File: src/sgrpf_pkg.sv
// ----------------------------------------------------------------------------
// sgrpf_pkg
// Shared types and constants for the self-guided projection fit block.
// ----------------------------------------------------------------------------
package sgrpf_pkg;

   localparam int SAMPLE_W    = 12;
   localparam int FILT_W      = 18;
   localparam int SUM_W       = 64;
   localparam int HALF_W      = 32;
   localparam int MAG_W       = 128;   // magnitude of a 64x64 product or a difference
   localparam int WIDE_W      = 130;   // signed det / numerator
   localparam int COEFF_W     = 32;
   localparam int IN_DATA_W   = 64;
   localparam int OUT_DATA_W  = 64;
   localparam int ILL_SCALE   = 100000000;
   localparam int ILL_SCALE_W = 27;
   localparam int LAST_PRODUCT = 5;

   localparam int CSR_IDX_W = 1;
   localparam logic [CSR_IDX_W-1:0] CSR_FIRST_ON  = 1'd0;
   localparam logic [CSR_IDX_W-1:0] CSR_SECOND_ON = 1'd1;

   localparam int OP_W = 4;
   typedef logic [OP_W-1:0] op_type;
   localparam op_type OP_IDLE   = 4'd0;
   localparam op_type OP_PREP   = 4'd1;
   localparam op_type OP_MLOAD  = 4'd2;
   localparam op_type OP_MPP    = 4'd3;
   localparam op_type OP_MSTORE = 4'd4;
   localparam op_type OP_ILL0   = 4'd5;
   localparam op_type OP_ILL1   = 4'd6;
   localparam op_type OP_DLOAD  = 4'd7;
   localparam op_type OP_DSTEP  = 4'd8;
   localparam op_type OP_ROUND  = 4'd9;
   localparam op_type OP_SAT    = 4'd10;
   localparam op_type OP_EMIT   = 4'd11;

   typedef struct packed {
      op_type     op;
      logic [2:0] sel;    // product index during the multiply phase
      logic [1:0] part;   // 32x32 partial product index
      logic       dsel;   // which coefficient the divider works on
   } cmd_type;

   typedef struct packed {
      logic pipe_busy;
      logic first_on;
      logic second_on;
      logic bad;
      logic out_busy;
   } status_type;

endpackage

File: src/sgrpf_ctrl.sv
// ----------------------------------------------------------------------------
// sgrpf_ctrl
// Sequencer: accumulate, drain, six wide products when both filters are on, ill-posed test,
// up to two divisions, then hand the result to the output register.
// ----------------------------------------------------------------------------
module sgrpf_ctrl #(
   parameter int PROJ_FRAC_BITS = 7
) (
   input  logic                  clock,
   input  logic                  reset,
   input  logic                  req_tvalid,
   input  logic                  req_tlast,
   output logic                  req_tready,
   input  sgrpf_pkg::status_type status,
   output sgrpf_pkg::cmd_type    cmd
);
   import sgrpf_pkg::*;

   localparam int NUMW = MAG_W + PROJ_FRAC_BITS;
   localparam int STW  = $clog2(NUMW);

   localparam logic [3:0] ST_ACC    = 4'd0;
   localparam logic [3:0] ST_DRAIN  = 4'd1;
   localparam logic [3:0] ST_PREP   = 4'd2;
   localparam logic [3:0] ST_MLOAD  = 4'd3;
   localparam logic [3:0] ST_MPP    = 4'd4;
   localparam logic [3:0] ST_MWAIT  = 4'd5;
   localparam logic [3:0] ST_MSTORE = 4'd6;
   localparam logic [3:0] ST_ILL0   = 4'd7;
   localparam logic [3:0] ST_ILL1   = 4'd8;
   localparam logic [3:0] ST_BRANCH = 4'd9;
   localparam logic [3:0] ST_DLOAD  = 4'd10;
   localparam logic [3:0] ST_DSTEP  = 4'd11;
   localparam logic [3:0] ST_ROUND  = 4'd12;
   localparam logic [3:0] ST_SAT    = 4'd13;
   localparam logic [3:0] ST_DONE   = 4'd14;

   logic [3:0]     state_ff, state_in;
   logic [2:0]     sel_ff, sel_in;
   logic [1:0]     part_ff, part_in;
   logic           dsel_ff, dsel_in;
   logic [STW-1:0] step_ff, step_in;
   logic           both_on;

   assign both_on    = status.first_on && status.second_on;
   assign req_tready = (state_ff == ST_ACC);

   always_comb begin
      state_in = state_ff;
      sel_in   = sel_ff;
      part_in  = part_ff;
      dsel_in  = dsel_ff;
      step_in  = step_ff;
      cmd.op   = OP_IDLE;
      cmd.sel  = sel_ff;
      cmd.part = part_ff;
      cmd.dsel = dsel_ff;
      case (state_ff)
         ST_ACC: begin
            if (req_tvalid && req_tlast)
               state_in = ST_DRAIN;
         end
         ST_DRAIN: begin
            if (!status.pipe_busy)
               state_in = ST_PREP;
         end
         ST_PREP: begin
            cmd.op = OP_PREP;
            sel_in = '0;
            state_in = both_on ? ST_MLOAD : ST_ILL0;
         end
         ST_MLOAD: begin
            cmd.op   = OP_MLOAD;
            part_in  = '0;
            state_in = ST_MPP;
         end
         ST_MPP: begin
            cmd.op  = OP_MPP;
            part_in = part_ff + 1'b1;
            if (part_ff == 2'd3)
               state_in = ST_MWAIT;
         end
         ST_MWAIT: begin
            state_in = ST_MSTORE;   // last partial product lands in the accumulator
         end
         ST_MSTORE: begin
            cmd.op = OP_MSTORE;
            if (sel_ff == 3'(LAST_PRODUCT))
               state_in = ST_ILL0;
            else begin
               sel_in   = sel_ff + 1'b1;
               state_in = ST_MLOAD;
            end
         end
         ST_ILL0: begin
            cmd.op   = OP_ILL0;
            state_in = ST_ILL1;
         end
         ST_ILL1: begin
            cmd.op   = OP_ILL1;
            state_in = ST_BRANCH;
         end
         ST_BRANCH: begin
            dsel_in  = !status.first_on;
            state_in = status.bad ? ST_DONE : ST_DLOAD;
         end
         ST_DLOAD: begin
            cmd.op   = OP_DLOAD;
            step_in  = '0;
            state_in = ST_DSTEP;
         end
         ST_DSTEP: begin
            cmd.op  = OP_DSTEP;
            step_in = step_ff + 1'b1;
            if (step_ff == STW'(NUMW - 1))
               state_in = ST_ROUND;
         end
         ST_ROUND: begin
            cmd.op   = OP_ROUND;
            state_in = ST_SAT;
         end
         ST_SAT: begin
            cmd.op = OP_SAT;
            if (both_on && !dsel_ff) begin
               dsel_in  = 1'b1;
               state_in = ST_DLOAD;
            end else
               state_in = ST_DONE;
         end
         ST_DONE: begin
            if (!status.out_busy) begin
               cmd.op   = OP_EMIT;
               state_in = ST_ACC;
            end
         end
         default: begin
            state_in = ST_ACC;
         end
      endcase
   end

   always_ff @(posedge clock) begin
      if (reset) begin
         state_ff <= ST_ACC;
         sel_ff   <= '0;
         part_ff  <= '0;
         dsel_ff  <= 1'b0;
         step_ff  <= '0;
      end else begin
         state_ff <= state_in;
         sel_ff   <= sel_in;
         part_ff  <= part_in;
         dsel_ff  <= dsel_in;
         step_ff  <= step_in;
      end
   end

endmodule

File: config.mk
export PLATFORM = sky130hd
export DESIGN_NAME = sgrpf_ctrl
export DESIGN_NICKNAME = d
export VERILOG_FILES = /design/src/sgrpf_pkg.sv /design/src/sgrpf_ctrl.sv
export SDC_FILE = /design/constraint.sdc
export NUM_CORES = 1
export LEC_CHECK = 0
export ABC_AREA = 1
export BUFFER_PORTS_ARGS = -buffer_cell sky130_fd_sc_hd__buf_2
export CAP_MARGIN = 20
export CORE_ASPECT_RATIO = 1.5
export CORE_MARGIN = 2
export CORE_UTILIZATION = 59
export DETAILED_ROUTE_END_ITERATION = 10
export PLACE_DENSITY = 0.82
export SLEW_MARGIN = 20
export SYNTH_ARGS = -nofsm -noshare
export SYNTH_HDL_FRONTEND = slang
export SYNTH_SLANG_ARGS = --single-unit
File: constraint.sdc
create_clock -name clock -period 4.6 [get_ports clock]
set_input_delay 1.38 -clock clock [delete_from_list [all_inputs] [get_ports clock]]
set_output_delay 1.38 -clock clock [all_outputs]
set_load 0.02 [all_outputs]
Word level (Yosys, flattened, before mapping):

Cells that the tools add are included.

* $add $sub $neg: 3
* muxes and demuxes: 18
* equal/unequal tests: 24
* reductions and logical operators: 13

Operators with widths (number)
* $pmux W4 S15: 1
* $pmux W4 S11: 1
* $eq A4 B4 Y1 const B: 7
* $mux W4: 6
* $eq A4 B3 Y1 const B: 4
* $pmux W8 S2: 1
* $mux W3: 5
* $ne A2 B2 Y1 const B: 6
* $add A8 B1 Y8 const B: 1
* $eq A4 B2 Y1 const B: 2
* $eq A8 B8 Y1 const B: 1
* $reduce_bool A2 Y1: 4
* $pmux W3 S2: 1
* $reduce_and A5 Y1: 1
* $eq A4 B1 Y1 const B: 1
* $logic_not A4 Y1: 1
* $pmux W2 S2: 1
* $reduce_and A2 Y1: 2
* $add A3 B1 Y3 const B: 1
* $eq A3 B3 Y1 const B: 1
* $logic_and A1 B1 Y1: 3
* $add A2 B1 Y2 const B: 1
* $eq A2 B2 Y1 const B: 1
* $logic_not A1 Y1: 2
* 3 further kinds: 3

* bits in registers: 18
* output and inout port bits: 11
* bits of input ports: 9

Depth between registers and ports, before layout:

* depth after elaboration: 4
* depth in mapped cells: 10

Least setup slack after synthesis:

Ideal clock, no wire load.

* kind: input to output
* from: input status[0] (netlist name)
* to: output cmd[7] (netlist name)
* stages: 4
* required time: 3.220 ns
* slack: 1.303 ns
* arrival time: 1.917 ns
* cells stage by stage: nor3_1 or2_2 inv_1 nand3_1

RTL lines
* from (decl): RTL line sgrpf_ctrl.sv:14 `input sgrpf_pkg::status_type status,`
* to (decl): RTL line sgrpf_ctrl.sv:15 `output sgrpf_pkg::cmd_type cmd`

==> metrics.cfg <==
[floorplanning]
core_mm2=0.00198
dieWidth_um=40.9
initial_core_util_pct=61.0
fp.dieH_um=59.4
rows=20
io_pins=20
dieArea_mm2=0.00243

[timing]
fin_crit_ps=3530
clock_skew_ps=2.32
rsz0062_at_grt=no
setup_slack_ps=1070
drv_slew=0
setup_violations=0
worst_pin_slew_ps=361
max_freq_ghz=0.283
finalHoldViolations=0
fin_crit_sh_pct=76.7
relSlewSlack_pct=75.9
finalSetupTns_ps=0

[worst_setup_path]
slowest_delay_ps=230
crit_buf_inv=3
reg2reg_to=state_ff[3]
crit_chain=buf_2 > nor3_1 > or2_2 > inv_1 > nand3_1 > buf_2
crit_path_end_kind=primary output
r2r_cells=8
cp_common_cell=buf_2
r2r_slack_ps=3060
critical_path.max_fanout=2
slowest_stage=nor3_1
critPathTopFamily=simple AND/OR/NAND/NOR gates
cp.arrival_ps=2150
r2r_start=state_ff[3]
critPathLaunchType=primary input
crit_type=in2out
critical_path_required_ps=3220

[clock_tree]
cts_tree=built
numCtsBuffers=3
cts_root_buffer=clkbuf_4
post_cts_resized=0
cts_sinks=18
htree_levels=1
clock_latency_ps=300
clk_path_buf_depth=2
path_clk_slew_ps=100
postCtsHoldBufs=0
post_cts_buffers=0

[finish]
final_cell_mix=50 x nand2_1, 20 x nand3_1, 19 x inv_1, 19 x buf_2, 18 x dfxtp_1
area_growth_pct=12.2
diodes=0
stdcell_count=232
post_route_cells_drive_above_1_share_pct=19.0
layout.nets=225
final_common_cell=nand2_1

[power]
p_leak_nw=0.672
power_density_mw_per_mm2=358
max-vdd-ir-drop_mv=0.369

[run_status]
status=finished, final reports clean

[route]
vias_per_cell=5.75
vias=1335
antenna_left=0
routedWlPerCell_um=13.2
drt_pass1_iterations=4
wl_met3_um=147
met1Wirelength_mm=1.18
highest_layer=met4
drt_iter0_drc=57
wl_mm=3.05
wl_met2_mm=1.59
drcViolationCount=0

[placement]
gp_congestion=0.987
dp_cells=228
preCtsSetupSlack_ps=1070
dp_hpwl_mm=2.39
port_buffers=19

[synth]
synth_cell_types=28
yosysTopAreaCell=dfxtp_1
synth_fp_nets=203
ys_seq_elements=18
ys_seq_area_share_pct=29.9
synth_area_leaders=dfxtp_1 30%, nand2_1 16%, nand3_1 8.3%
yosys_warnings=0
syn_avg_cell_area_um2=6.38
yosysTopAreaCellShare_pct=29.9
synth_cells=189
syn_area_mm2=0.00121

[global_route]
grt_first_pass_wirelength_mm=4.95
grt_antenna_before_repair=0
overflow=0
grt_usage_pct=29.8
grt_max_degree=11
first_global_vias=1202

[worst_hold_path]
worstHoldEndpoint=part_ff[1]
min_delay_path_depth=2
min_path_type=reg2reg
hold_start=part_ff[1]

[run]
drv_cap=0

## state kept, by name, indices dropped and copies added, names as in the netlist
register	flops
step_ff	8
state_ff	4
sel_ff	3
part_ff	2
dsel_ff	1
## cell families (layout without fill, tap and decap cells)
family | after synthesis | in the layout | share of synthesized area (%)
buffers and inverters | 27 | 48 | 8.71
DFF | 18 | 18 | 29.9
adders and majority gates | 5 | 5 | 5.19
and+or+nand+nor | 105 | 105 | 39.4
AOI/OAI and AO/OA | 34 | 34 | 16.8
## synth_stat cells
master,instances
and3_1,1
o2111ai_1,1
nor2_4,2
o21bai_1,1
or2_2,1
o21ai_0,10
nand3_1,20
o221ai_1,1
nor3_2,1
dfxtp_1,18
inv_2,6
nor2_1,17
a21o_1,1
o211a_1,1
nand2_1,50
ha_1,5
buf_4,1
clkbuf_1,1
nor3_1,4
o21ai_4,1
nand2_2,2
a21oi_1,16
o21ai_1,1
nand3b_1,2
nor2_2,4
inv_1,19
a311oi_1,1
or2_0,1
## how the worst max path moves through the flow
stage | start | to | cells past startpoint
detailed placement | status[0] | cmd[7] | 6
CTS | status[0] | cmd[7] | 6
floorplan | status[0] | cmd[7] | 4
finish | status[0] | cmd[7] | 6
global route | status[0] | cmd[7] | 6
global placement | status[0] | cmd[9] | 6
## report_power, final
| group | internal, mW | total (mW) | leakage, nW | switching (mW) |
|---|---|---|---|---|
| sequential | 0.169 | 0.193 | 0.145 | 0.0236 |
| clock | 0.0484 | 0.0980 | 0.0210 | 0.0496 |
| combinational | 0.0615 | 0.194 | 0.505 | 0.132 |
| total | 0.279 | 0.485 | 0.672 | 0.205 |
## worst register-to-register path, cell delays in order (launching register included)
cell	delay, ps
dfxtp_1	450
inv_1	130
nor2_2	250
nand2_1	210
nor2_1	190
nor2_2	80
nand2_1	60
nand3_1	70
inv_2	60
## metrics by stage
step / power, mW / util [%] / area [um2] / hold WS [ps]
final: 0.485 / 68.5 / 1350 / 484
after CTS: 0.484 / 68.5 / 1350 / 488
after global placement: 0.380 / 66.6 / 1320 / 464
after global routing: 0.515 / 68.5 / 1350 / 508
after detailed placement: 0.386 / 66.6 / 1320 / 472
after floorplan: 0.335 / - / 1210 / 459
## layer usage
metal  GRT usage (%)  vias to the layer above
met1            31.0                      605
met3            3.01                       16
li1                -                      662
met2            52.7                       52
met5               0                        -
met4            17.6                        0
## cell type report
class | instances | area, um2
flip-flops and latches | 18 | 360
multi-input cells | 144 | 741
inverters | 25 | 93.8
clock buffers | 4 | 36.3
repair buffers | 19 | 95.1
fillers | 179 | 623
well taps | 22 | 27.5
(Power assumes the default switching activity.)
